`config.mk`:
```
export PLATFORM = sky130hd
export DESIGN_NAME = echo_pulse_range_indicator_top
export DESIGN_NICKNAME = d
export VERILOG_FILES = /design/src/hw/rtl/epri_pkg.sv /design/src/hw/rtl/epri_front.sv /design/src/hw/rtl/epri_queue.sv /design/src/hw/rtl/epri_back.sv /design/src/hw/rtl/echo_pulse_range_indicator_top.sv
export SDC_FILE = /design/constraint.sdc
export NUM_CORES = 1
export LEC_CHECK = 0
export ABC_AREA = 1
export ABC_CLOCK_PERIOD_IN_PS = 15000
export BUFFER_PORTS_ARGS = -buffer_cell sky130_fd_sc_hd__buf_2
export CAP_MARGIN = 40
export CORE_ASPECT_RATIO = 1.4
export CORE_MARGIN = 5
export CORE_UTILIZATION = 65
export CTS_CLUSTER_SIZE = 12
export DETAILED_ROUTE_END_ITERATION = 6
export PLACE_DENSITY = 0.88
export SYNTH_ARGS = -nofsm -noshare
export SYNTH_HDL_FRONTEND = slang
export SYNTH_SLANG_ARGS = --single-unit
```
`constraint.sdc`:
```
create_clock -name clock -period 15 [get_ports clock]
set_input_delay 1.5 -clock clock [delete_from_list [all_inputs] [get_ports clock]]
set_output_delay 1.5 -clock clock [all_outputs]
set_load 0.01 [all_outputs]
```
`src/hw/rtl/epri_pkg.sv`:
```
// Shared types and constants for the echo pulse range indicator.
// Holds register reset values, register indexes, the job and config structs,
// and the back-end state encoding. No dependencies.
package epri_pkg;

   localparam int TIME_W     = 16;
   localparam int REG_W      = 24;
   localparam int DIST_W     = 24;
   localparam int NUM_W      = 31;
   localparam int CSR_IDX_W  = 3;
   localparam int PERIOD_W   = 16;
   localparam int COMPARE_W  = 15;

   localparam int QUEUE_DEPTH = 2;

   localparam logic [8:0]  SOUND_FACTOR = 9'd343;
   localparam logic [6:0]  TONE_SCALE   = 7'd100;
   localparam logic [PERIOD_W-1:0] PERIOD_MAX = 16'hFFFF;

   localparam logic [REG_W-1:0] NEAR_LIMIT_RST  = 24'd100000;
   localparam logic [REG_W-1:0] MID_LIMIT_RST   = 24'd300000;
   localparam logic [REG_W-1:0] FAR_LIMIT_RST   = 24'd500000;
   localparam logic [REG_W-1:0] TONE_LIMIT_RST  = 24'd500000;
   localparam logic [REG_W-1:0] TONE_BASE_RST   = 24'd500000;
   localparam logic [REG_W-1:0] TONE_CLOCK_RST  = 24'd1048576;

   typedef enum logic [CSR_IDX_W-1:0] {
      CSR_NEAR_LIMIT = 3'd0,
      CSR_MID_LIMIT  = 3'd1,
      CSR_FAR_LIMIT  = 3'd2,
      CSR_TONE_LIMIT = 3'd3,
      CSR_TONE_BASE  = 3'd4,
      CSR_TONE_CLOCK = 3'd5
   } csr_index_type;

   typedef enum logic [1:0] {
      ZONE_NEAR   = 2'd0,
      ZONE_CLOSE  = 2'd1,
      ZONE_MIDDLE = 2'd2,
      ZONE_FAR    = 2'd3
   } zone_type;

   typedef struct packed {
      logic [REG_W-1:0] near_limit;
      logic [REG_W-1:0] mid_limit;
      logic [REG_W-1:0] far_limit;
      logic [REG_W-1:0] tone_limit;
      logic [REG_W-1:0] tone_base_x100;
      logic [REG_W-1:0] tone_clock_hz;
   } cfg_type;

   typedef struct packed {
      logic [TIME_W-1:0] width;
   } job_type;

   typedef enum logic [4:0] {
      ST_IDLE  = 5'b00001,
      ST_MUL   = 5'b00010,
      ST_CLASS = 5'b00100,
      ST_DIV   = 5'b01000,
      ST_DONE  = 5'b10000
   } back_state_type;

endpackage

```
`src/hw/rtl/epri_front.sv`:
```
// Front end: accepts echo capture transactions, keeps the rising-edge time,
// and turns each falling edge into a pulse-width job. Depends on epri_pkg.
module epri_front (
   input  logic                          clock,
   input  logic                          reset,
   input  logic                          req_valid,
   output logic                          req_stall,
   input  logic                          req_edge_rising,
   input  logic [epri_pkg::TIME_W-1:0]   req_capture_time,
   input  logic                          queue_full,
   output logic                          push,
   output epri_pkg::job_type             job
);
   import epri_pkg::*;

   logic [TIME_W-1:0] rise_time_ff;
   logic [TIME_W-1:0] rise_time_in;
   logic              accept;

   assign req_stall = queue_full;
   assign accept    = req_valid && !req_stall;
   assign push      = accept && !req_edge_rising;
   assign job.width = req_capture_time - rise_time_ff;

   always_comb begin
      rise_time_in = rise_time_ff;
      if (accept && req_edge_rising) begin
         rise_time_in = req_capture_time;
      end
   end

   always_ff @(posedge clock) begin
      if (reset) begin
         rise_time_ff <= '0;
      end else begin
         rise_time_ff <= rise_time_in;
      end
   end

endmodule

```
`src/hw/rtl/epri_queue.sv`:
```
// Small job queue between the front end and the back end.
// Register-based FIFO of job_type entries. Depends on epri_pkg.
module epri_queue #(
   parameter int DEPTH = epri_pkg::QUEUE_DEPTH
) (
   input  logic              clock,
   input  logic              reset,
   input  logic              push,
   input  epri_pkg::job_type push_job,
   input  logic              pop,
   output logic              full,
   output logic              not_empty,
   output epri_pkg::job_type head_job
);
   import epri_pkg::*;

   localparam int PTR_W = (DEPTH > 1) ? $clog2(DEPTH) : 1;
   localparam int CNT_W = $clog2(DEPTH + 1);
   localparam logic [PTR_W-1:0] LAST_PTR = PTR_W'(DEPTH - 1);
   localparam logic [CNT_W-1:0] FULL_CNT = CNT_W'(DEPTH);

   job_type            entries_ff [DEPTH];
   logic [PTR_W-1:0]   wr_ptr_ff;
   logic [PTR_W-1:0]   wr_ptr_in;
   logic [PTR_W-1:0]   rd_ptr_ff;
   logic [PTR_W-1:0]   rd_ptr_in;
   logic [CNT_W-1:0]   count_ff;
   logic [CNT_W-1:0]   count_in;
   logic               do_push;
   logic               do_pop;

   assign full      = (count_ff == FULL_CNT);
   assign not_empty = (count_ff != '0);
   assign head_job  = entries_ff[rd_ptr_ff];
   assign do_push   = push && !full;
   assign do_pop    = pop && not_empty;

   always_comb begin
      wr_ptr_in = wr_ptr_ff;
      rd_ptr_in = rd_ptr_ff;
      count_in  = count_ff;
      if (do_push) begin
         wr_ptr_in = (wr_ptr_ff == LAST_PTR) ? '0 : wr_ptr_ff + 1'b1;
      end
      if (do_pop) begin
         rd_ptr_in = (rd_ptr_ff == LAST_PTR) ? '0 : rd_ptr_ff + 1'b1;
      end
      if (do_push && !do_pop) begin
         count_in = count_ff + 1'b1;
      end else if (do_pop && !do_push) begin
         count_in = count_ff - 1'b1;
      end
   end

   always_ff @(posedge clock) begin
      if (do_push) begin
         entries_ff[wr_ptr_ff] <= push_job;
      end
   end

   always_ff @(posedge clock) begin
      if (reset) begin
         wr_ptr_ff <= '0;
         rd_ptr_ff <= '0;
         count_ff  <= '0;
      end else begin
         wr_ptr_ff <= wr_ptr_in;
         rd_ptr_ff <= rd_ptr_in;
         count_ff  <= count_in;
      end
   end

endmodule

```
`src/hw/rtl/epri_back.sv`:
```
// Back end: converts a pulse width to distance, zone, lights and tone timing,
// using a radix-2 restoring divider, and holds the result register.
// Depends on epri_pkg.
module epri_back (
   input  logic                              clock,
   input  logic                              reset,
   input  epri_pkg::cfg_type                 cfg,
   input  logic                              job_valid,
   input  epri_pkg::job_type                 job,
   output logic                              job_pop,
   output logic                              rsp_valid,
   input  logic                              rsp_stall,
   output logic [epri_pkg::DIST_W-1:0]       rsp_distance_raw,
   output logic [1:0]                        rsp_zone,
   output logic                              rsp_light_red,
   output logic                              rsp_light_green,
   output logic [epri_pkg::PERIOD_W-1:0]     rsp_tone_period,
   output logic [epri_pkg::COMPARE_W-1:0]    rsp_tone_compare
);
   import epri_pkg::*;

   back_state_type       state_ff, state_in;
   logic [TIME_W-1:0]    width_ff, width_in;
   logic [DIST_W-1:0]    dist_ff, dist_in;
   logic [NUM_W-1:0]     num_ff, num_in;
   zone_type             zone_ff, zone_in;
   logic [REG_W-1:0]     div_ff, div_in;
   logic [REG_W-1:0]     rem_ff, rem_in;
   logic [PERIOD_W-1:0]  num_lo_ff, num_lo_in;
   logic [PERIOD_W-1:0]  quot_ff, quot_in;
   logic [3:0]           cnt_ff, cnt_in;
   logic                 out_valid_ff, out_valid_in;
   logic [DIST_W-1:0]    out_dist_ff, out_dist_in;
   zone_type             out_zone_ff, out_zone_in;
   logic [PERIOD_W-1:0]  out_period_ff, out_period_in;

   logic [DIST_W:0]      dist_prod;
   logic [REG_W-1:0]     div_now;
   logic [REG_W:0]       rem_shift;
   logic                 rem_ge;
   logic                 tone_on;
   logic                 tone_sat;
   logic                 quot_ovf;
   logic                 out_free;

   assign dist_prod = (DIST_W + 1)'(width_ff) * (DIST_W + 1)'(SOUND_FACTOR);
   assign div_now   = cfg.tone_base_x100 - dist_ff;
   assign tone_on   = (dist_ff <= cfg.tone_limit);
   assign tone_sat  = (cfg.tone_base_x100 <= dist_ff);
   assign quot_ovf  = (REG_W'(num_ff[NUM_W-1:PERIOD_W]) >= div_now);
   assign rem_shift = {rem_ff, num_lo_ff[PERIOD_W-1]};
   assign rem_ge    = (rem_shift >= {1'b0, div_ff});
   assign out_free  = !out_valid_ff || !rsp_stall;
   assign job_pop   = (state_ff == ST_IDLE) && job_valid;

   always_comb begin
      state_in      = state_ff;
      width_in      = width_ff;
      dist_in       = dist_ff;
      num_in        = num_ff;
      zone_in       = zone_ff;
      div_in        = div_ff;
      rem_in        = rem_ff;
      num_lo_in     = num_lo_ff;
      quot_in       = quot_ff;
      cnt_in        = cnt_ff;
      out_valid_in  = out_valid_ff && rsp_stall;
      out_dist_in   = out_dist_ff;
      out_zone_in   = out_zone_ff;
      out_period_in = out_period_ff;
      case (state_ff)
         ST_IDLE: begin
            if (job_valid) begin
               width_in = job.width;
               state_in = ST_MUL;
            end
         end
         ST_MUL: begin
            dist_in  = dist_prod[DIST_W:1];
            num_in   = NUM_W'(cfg.tone_clock_hz) * NUM_W'(TONE_SCALE);
            state_in = ST_CLASS;
         end
         ST_CLASS: begin
            if (dist_ff < cfg.near_limit) begin
               zone_in = ZONE_NEAR;
            end else if (dist_ff < cfg.mid_limit) begin
               zone_in = ZONE_CLOSE;
            end else if (dist_ff < cfg.far_limit) begin
               zone_in = ZONE_MIDDLE;
            end else begin
               zone_in = ZONE_FAR;
            end
            div_in    = div_now;
            rem_in    = REG_W'(num_ff[NUM_W-1:PERIOD_W]);
            num_lo_in = num_ff[PERIOD_W-1:0];
            cnt_in    = '1;
            if (!tone_on) begin
               quot_in  = '0;
               state_in = ST_DONE;
            end else if (tone_sat || quot_ovf) begin
               quot_in  = PERIOD_MAX;
               state_in = ST_DONE;
            end else begin
               quot_in  = '0;
               state_in = ST_DIV;
            end
         end
         ST_DIV: begin
            rem_in    = rem_ge ? REG_W'(rem_shift - {1'b0, div_ff}) : rem_shift[REG_W-1:0];
            quot_in   = {quot_ff[PERIOD_W-2:0], rem_ge};
            num_lo_in = {num_lo_ff[PERIOD_W-2:0], 1'b0};
            cnt_in    = cnt_ff - 1'b1;
            if (cnt_ff == '0) begin
               state_in = ST_DONE;
            end
         end
         ST_DONE: begin
            if (out_free) begin
               out_valid_in  = 1'b1;
               out_dist_in   = dist_ff;
               out_zone_in   = zone_ff;
               out_period_in = quot_ff;
               state_in      = ST_IDLE;
            end
         end
         default: begin
            state_in = ST_IDLE;
         end
      endcase
   end

   always_ff @(posedge clock) begin
      if (reset) begin
         state_ff     <= ST_IDLE;
         out_valid_ff <= 1'b0;
      end else begin
         state_ff     <= state_in;
         out_valid_ff <= out_valid_in;
      end
   end

   always_ff @(posedge clock) begin
      width_ff      <= width_in;
      dist_ff       <= dist_in;
      num_ff        <= num_in;
      zone_ff       <= zone_in;
      div_ff        <= div_in;
      rem_ff        <= rem_in;
      num_lo_ff     <= num_lo_in;
      quot_ff       <= quot_in;
      cnt_ff        <= cnt_in;
      out_dist_ff   <= out_dist_in;
      out_zone_ff   <= out_zone_in;
      out_period_ff <= out_period_in;
   end

   assign rsp_valid        = out_valid_ff;
   assign rsp_distance_raw = out_dist_ff;
   assign rsp_zone         = out_zone_ff;
   assign rsp_light_red    = (out_zone_ff == ZONE_NEAR) || (out_zone_ff == ZONE_CLOSE);
   assign rsp_light_green  = (out_zone_ff == ZONE_NEAR) || (out_zone_ff == ZONE_MIDDLE);
   assign rsp_tone_period  = out_period_ff;
   assign rsp_tone_compare = out_period_ff[PERIOD_W-1:1];

endmodule

```
`src/hw/rtl/echo_pulse_range_indicator_top.sv`:
```
// Top level of the echo pulse range indicator: configuration registers,
// front end, job queue and back end. Depends on epri_pkg, epri_front,
// epri_queue and epri_back.
//
// The request channel carries echo capture transactions: an edge direction
// and the 16-bit timer value captured at that edge. A rising edge only
// stores its time and produces no response. A falling edge produces one
// response transaction with the distance, zone, indicator lights and the
// tone timer period and compare values.
// The front end accepts a transaction whenever req_stall is low and queues
// falling-edge jobs; req_stall rises only while the job queue is full. The
// back end takes a new job only from ST_IDLE and runs it through ST_MUL,
// ST_CLASS and ST_DONE when the tone is off or saturated, adding ST_DIV when
// the 16-step radix-2 divider runs; that divider limits the job rate.
// The response sits in an output register; while rsp_stall is high it holds,
// and the back end and queue keep working until they back up.
// Reset clears the stored rising-edge time to zero, empties the queue and
// restores every configuration register to its default value.
// Configuration registers are written with csr_write; write only when idle.
module echo_pulse_range_indicator_top #(
   parameter int QUEUE_DEPTH = epri_pkg::QUEUE_DEPTH
) (
   input  logic                              clock,
   input  logic                              reset,
   input  logic                              req_valid,
   output logic                              req_stall,
   input  logic                              req_edge_rising,
   input  logic [epri_pkg::TIME_W-1:0]       req_capture_time,
   output logic                              rsp_valid,
   input  logic                              rsp_stall,
   output logic [epri_pkg::DIST_W-1:0]       rsp_distance_raw,
   output logic [1:0]                        rsp_zone,
   output logic                              rsp_light_red,
   output logic                              rsp_light_green,
   output logic [epri_pkg::PERIOD_W-1:0]     rsp_tone_period,
   output logic [epri_pkg::COMPARE_W-1:0]    rsp_tone_compare,
   input  logic                              csr_write,
   input  logic [epri_pkg::CSR_IDX_W-1:0]    csr_index,
   input  logic [epri_pkg::REG_W-1:0]        csr_wdata
);
   import epri_pkg::*;

   cfg_type  cfg_ff;
   cfg_type  cfg_in;
   logic     q_push;
   logic     q_pop;
   logic     q_full;
   logic     q_not_empty;
   job_type  push_job;
   job_type  head_job;

   always_comb begin
      cfg_in = cfg_ff;
      if (csr_write) begin
         case (csr_index)
            CSR_NEAR_LIMIT: cfg_in.near_limit     = csr_wdata;
            CSR_MID_LIMIT:  cfg_in.mid_limit      = csr_wdata;
            CSR_FAR_LIMIT:  cfg_in.far_limit      = csr_wdata;
            CSR_TONE_LIMIT: cfg_in.tone_limit     = csr_wdata;
            CSR_TONE_BASE:  cfg_in.tone_base_x100 = csr_wdata;
            CSR_TONE_CLOCK: cfg_in.tone_clock_hz  = csr_wdata;
            default: begin
               cfg_in = cfg_ff;
            end
         endcase
      end
   end

   always_ff @(posedge clock) begin
      if (reset) begin
         cfg_ff.near_limit     <= NEAR_LIMIT_RST;
         cfg_ff.mid_limit      <= MID_LIMIT_RST;
         cfg_ff.far_limit      <= FAR_LIMIT_RST;
         cfg_ff.tone_limit     <= TONE_LIMIT_RST;
         cfg_ff.tone_base_x100 <= TONE_BASE_RST;
         cfg_ff.tone_clock_hz  <= TONE_CLOCK_RST;
      end else begin
         cfg_ff <= cfg_in;
      end
   end

   epri_front u_front (
      .clock            (clock),
      .reset            (reset),
      .req_valid        (req_valid),
      .req_stall        (req_stall),
      .req_edge_rising  (req_edge_rising),
      .req_capture_time (req_capture_time),
      .queue_full       (q_full),
      .push             (q_push),
      .job              (push_job)
   );

   epri_queue #(
      .DEPTH (QUEUE_DEPTH)
   ) u_queue (
      .clock     (clock),
      .reset     (reset),
      .push      (q_push),
      .push_job  (push_job),
      .pop       (q_pop),
      .full      (q_full),
      .not_empty (q_not_empty),
      .head_job  (head_job)
   );

   epri_back u_back (
      .clock            (clock),
      .reset            (reset),
      .cfg              (cfg_ff),
      .job_valid        (q_not_empty),
      .job              (head_job),
      .job_pop          (q_pop),
      .rsp_valid        (rsp_valid),
      .rsp_stall        (rsp_stall),
      .rsp_distance_raw (rsp_distance_raw),
      .rsp_zone         (rsp_zone),
      .rsp_light_red    (rsp_light_red),
      .rsp_light_green  (rsp_light_green),
      .rsp_tone_period  (rsp_tone_period),
      .rsp_tone_compare (rsp_tone_compare)
   );

`ifndef SYNTHESIS
   a_no_push_when_full: assert property (@(posedge clock) disable iff (reset)
      q_full |-> !q_push)
      else $error("job pushed into a full queue");

   a_single_pop: assert property (@(posedge clock) disable iff (reset)
      q_pop |=> !q_pop)
      else $error("back end took two jobs in consecutive cycles");

   a_lights_match_zone: assert property (@(posedge clock) disable iff (reset)
      rsp_valid |-> (rsp_light_red == (rsp_zone == ZONE_NEAR || rsp_zone == ZONE_CLOSE))
                 && (rsp_light_green == (rsp_zone == ZONE_NEAR || rsp_zone == ZONE_MIDDLE)))
      else $error("indicator lights disagree with zone");
`endif

endmodule
```
# Word level (Yosys, flattened, before mapping)
# Memories as Yosys holds them, arrays and structs flattened. A register that Yosys moved wholly into a read port is not among the register bits.
# Cells that the tools add are included.
[classes]
add_sub_neg = 8
n_mul = 2
n_lt_le_gt_ge = 7
n_eq_ne = 16
mux = 23
n_reduce_logical = 35
[ops]
columns = ["op", "count"]
rows = [
  ["$lt A24 B24 Y1", 3],
  ["$pmux W16 S2", 2],
  ["$le A24 B24 Y1", 2],
  ["$pmux W24 S2", 1],
  ["$sub A24 B24 Y24", 2],
  ["$mux W16", 2],
  ["$mul A24 B5 Y29 const B", 1],
  ["$ge A25 B24 Y1", 1],
  ["$mul A16 B9 Y25 const B", 1],
  ["$mux W5", 5],
  ["$pmux W5 S5", 1],
  ["$ge A15 B24 Y1", 1],
  ["$mux W24", 1],
  ["$reduce_and A2 Y1", 8],
  ["$sub A16 B16 Y16", 1],
  ["$logic_and A1 B1 Y1", 9],
  ["$mux W1", 8],
  ["$pmux W4 S2", 1],
  ["$eq A3 B2 Y1 const B", 2],
  ["$eq A3 B3 Y1 const B", 2],
  ["$logic_not A1 Y1", 6],
  ["$ne A2 B1 Y1 const B", 3],
  ["$reduce_bool A2 Y1", 3],
  ["$eq A5 B1 Y1 const B", 1],
  ["other kinds (18)", 24],
]
[totals]
reg_bits = 351
mem_bits_rw = 32
mem_count = 1
[memory_table]
columns = ["memory", "words", "width", "read_ports", "rd_clocked_by_memory_dff", "write_ports", "line", "rtl"]
rows = [
  ["u_queue.entries_ff", 2, 16, 1, 1, 1, "epri_queue.sv:22", "job_type entries_ff [DEPTH];"],
]

# Logic depth before layout (Yosys ltp)
[depth]
ltp_word = 9
ltp_mapped = 26

# Cells and area by module
# From an unflattened synthesis, not the netlist that was laid out.
[hier_totals]
cells_unflattened = 3206
hier_area_um2 = 26766.9
[modules_own_cells]
columns = ["mod", "n_inst", "cells_each", "area_each_um2"]
rows = [
  ["epri_back", 1, 2082, 18196.2],
  ["echo_pulse_range_indicator_top", 1, 783, 5595.4],
  ["epri_front", 1, 254, 1521.5],
  ["epri_queue", 1, 87, 1453.9],
]

# Least setup slack after synthesis
# Ideal clock, no wire load.
[synth_timing]
path_type = "flip-flop to flip-flop"
from = "register u_back.state_ff[3]"
to = "register u_back.state_ff[0]"
arrival_time_ns = 6.213
required_ns = 14.866
path_slack_ns = 8.653
stages_incl_launch_ff = 7
path_buffers = 0
synth_period_minus_slack_ns = 6.347
cell_sequence = "dfxtp_1 -> nor2_1 -> inv_1 -> nor4_1 -> inv_1 -> nand4_1 -> nand3_1"
[synth_via]
elab_chain_cells = 3
word_cells_on_any_way = 10
[synth_rtl]
columns = ["element", "line", "rtl"]
rows = [
  ["from (decl)", "epri_back.sv:22", "back_state_type state_ff, state_in;"],
  ["from (signal assigned)", "epri_back.sv:137", "state_ff <= state_in;"],
  ["$eq A5 B1 Y1, or another cell as far along", "epri_back.sv:71", "case (state_ff)"],
  ["$ne A2 B1 Y1 (no line)", "n/a", ""],
  ["$reduce_and A3 Y1 (no line)", "n/a", ""],
]
# Parallel ways exist; a longest one is shown, timed or not.
# A chain may end at the register's enable or synchronous reset.

# Worst setup path after layout
[layout_timing]
from = "register u_back.width_ff[5], read port of u_queue.entries_ff"
to = "register u_back.dist_ff[22] (data pin)"
[layout_via]
elab_chain_cells = 1
[layout_rtl]
columns = ["element", "line", "rtl"]
rows = [
  ["from (decl)", "epri_back.sv:23", "logic [TIME_W-1:0] width_ff, width_in;"],
  ["$mul A16 B9 Y25", "epri_back.sv:46", "assign dist_prod = (DIST_W + 1)'(width_ff) * (DIST_W + 1)'(SOUND_FACTOR);"],
  ["named net u_back.dist_prod[23]", "epri_back.sv:37", "logic [DIST_W:0] dist_prod;"],
  ["to (signal assigned)", "epri_back.sv:144", "dist_ff <= dist_in;"],
  ["to (decl)", "epri_back.sv:24", "logic [DIST_W-1:0] dist_ff, dist_in;"],
]
# The timed path passes the listed nets, and every way through them passes these cells.

==> results.py <==
metrics = {
    "placed_design": {
        "pre_cts_ws_ns": 10.35,
        "dp.cells": 3471,
        "portBuffers": 109,
        "place_congestion": 0.958,
        "hpwlAfterDp_mm": 47.6,
        "postPlaceCellArea_um2": 26500,
    },
    "clock_tree": {
        "h-tree-depth": 2,
        "cts_tree": "done",
        "clk_pin_slew_ns": 0.06,
        "cts_root_buffer": "clkbuf_16",
        "numClockSinks": 397,
        "postCtsSetupBuffers": 0,
        "ctsResizeCount": 0,
        "clockBufferDepth": 3,
        "cts_hold_buf": 0,
        "clock_latency_ns": 0.56,
        "cts_buffers": 42,
    },
    "final_layout": {
        "design_area_um2": 27900,
        "nNetsFinal": 3436,
        "drive_gt1_frac": 0.0720,
        "syn2layout_area_growth_pct": 9.61,
        "finalNonFillerCells": 3553,
        "final-seq-area_um2": 10200,
        "n_fill_cell": 2763,
        "multiInputGateArea_um2": 12900,
    },
    "worst_setup_path": {
        "path_max_fanout": 6,
        "worstPathArrival_ns": 5.10,
        "startpoint_type": "flop",
        "crit_required_ns": 15.29,
        "end_kind": "flop",
        "crit_type": "reg2reg",
    },
    "sta": {
        "worstMarginPinSlew_ns": 0.913,
        "fin_tns_setup_ns": 0,
        "fin_worst_skew_ns": 0.0280,
        "fin_ws_ns": 10.19,
        "post-route-period-util": 0.321,
        "rsz0062_at_grt": "no",
        "hold_viol": 0,
        "slew_violations": 0,
        "setup_viol": 0,
        "fmax_mhz": 208,
        "slew_headroom": 0.390,
        "period_needed_ns": 4.81,
    },
    "route": {
        "vias": 20100,
        "drc_errors": 0,
        "drt_wl_total_mm": 62.1,
        "drt_first_pass_iters": 7,
        "vias_per_cell": 5.66,
        "drt-initial-drc-count": 1300,
        "drtAntennaViolNets": 0,
        "wl_per_cell_um": 17.5,
    },
    "yosys": {
        "synthFlopType": "edfxtp_1",
        "synth_top_area_cell": "edfxtp_1",
        "synthCells": 2897,
        "syn_nets": 3340,
        "yosysSeqAreaShare": 0.402,
        "ys_warn_count": 0,
        "yosysTopAreaCellShare": 0.268,
        "synth-seq-cells": 397,
        "synth_edf_count": 227,
        "synth_cell_types": 50,
        "async_flop_share": 0,
        "syn_area_um2": 25400,
        "avgSynthCellArea_um2": 8.78,
        "yosys-top-cells-area": "edfxtp_1, ha_1, dfxtp_1",
    },
    "grt": {
        "grt_pass1_vias": 20500,
        "track_usage": 0.286,
        "grt-ovfl-total": 0,
        "grt_pass1_wl_mm": 99.8,
        "grt_max_degree": 80,
        "grt_antenna_before_repair": 6,
    },
    "die": {
        "start_util": 0.659,
        "core_area_um2": 38600,
        "die_w_um": 177,
        "die_area_um2": 43200,
        "die_y_um": 244,
        "num_io_pins": 110,
        "core.rowCount": 85,
    },
    "status": {
        "status": "finished, final reports clean",
    },
    "run": {
        "maxCapViolations": 0,
    },
    "worst_hold_path": {
        "hold_class": "reg2reg",
    },
}
==> stage by stage <==
step	util	hold slack, ns
4_1_cts	0.722	0.418
2_1_floorplan	-	0.400
5_1_grt	0.722	0.449
6_report	0.722	0.424
3_5_place_dp	0.686	0.408
3_3_place_gp	0.684	0.410
==> critical path, cell delays in order (launching register included) <==
cell      delay, ns
edfxtp_1       0.55
fa_1           0.53
ha_1           0.32
fa_1           0.48
inv_1          0.05
fa_1           0.52
inv_1          0.04
ha_1           0.35
nand2_1        0.12
inv_1          0.08
a21boi_0       0.24
o21bai_1       0.12
a21oi_1        0.31
o21ai_0        0.24
a21oi_1        0.30
o21ai_0        0.14
xor2_1         0.16
==> final timing paths <==
kind	to	cells past startpoint	slack, ns	startpoint
worst max-delay path	u_back.dist_ff[22]	16	10.19	u_back.width_ff[5]
worst min-delay path	u_back.rsp_zone[1]	0	0.42	u_back.zone_ff[1]
worst max register to register	u_back.dist_ff[22]	16	10.19	u_back.width_ff[5]
worst min register to register	u_back.rsp_zone[1]	0	0.42	u_back.zone_ff[1]
==> registers in the layout, indices dropped and copies added, names as in the netlist, 2 cells and up <==
signal                   flops
u_back.rsp_zone              2
u_back.rsp_distance_raw     24
u_front.rise_time_ff        16
u_back.num_ff               29
u_queue.entries_ff          32
u_back.div_ff               24
u_back.dist_ff              24
u_queue.count_ff             2
u_back.quot_ff              16
u_back.cnt_ff                4
cfg_ff                     144
u_back.rem_ff               24
u_back.width_ff             16
u_back.num_lo_ff            14
u_back.state_ff              5
u_back.zone_ff               2
u_back.rsp_tone_period      16
==> routing by layer <==
metal,global-route usage,vias to the layer above,share of wire
li1,-,9762,-
met5,0,-,0.00082
met1,0.314,9437,0.36
met3,0.0431,212,0.062
met4,0.149,8,0.057
met2,0.529,680,0.52
==> cells by family after synthesis <==
kind of cell,synth area share
and+or+nand+nor,0.132
buffers and inverters,0.0936
AOI/OAI and AO/OA,0.126
DFF,0.402
adders and majority gates,0.216
xor gates and xnor gates,0.0306
==> cells in the mapped netlist (3+ instances only) <==
cell type and instances:
ha_1 319, nand3b_1 3, o221ai_1 5, edfxtp_1 227, a21o_1 6, buf_4 15, dfxtp_1 170, nor2_1 161
xor2_1 58, o21a_1 8, clkbuf_1 58, o211ai_1 37, o21bai_1 15, a21boi_0 4, o21ai_1 3, nand2_2 8
o21ai_0 210, a211oi_1 6, nor4_1 11, nand2_1 512, xnor2_1 31, inv_1 538, nand3_1 63, a221oi_1 3
a31oi_1 9, nor3_1 16, a21oi_1 270, fa_1 75, nand4_1 24, buf_2 3, or2_2 3
==> placed cells by master, fill, tap and decap left out, types with 45 or more instances in the layout <==
cell and n:
inv_1 536, nand2_1 512, ha_1 319, a21oi_1 269, edfxtp_1 227, o21ai_0 210
dfxtp_1 170, nor2_1 161, buf_2 109, fa_1 75, nand3_1 63, xor2_1 58
clkbuf_16 45
==> final cells by class <==
class | count | area share
multi-input combinational | 1884 | 0.461
sequential | 397 | 0.367
inverter | 539 | 0.0726
clock buffer | 70 | 0.0458
timing repair buffer | 129 | 0.0267
tap | 522 | 0.0234
clock inverter | 7 | 0.00323
antenna | 5 | 0.000449
Power is not shown: default switching activity piles up to over one toggle a cycle in this logic, so the estimate is an artifact.
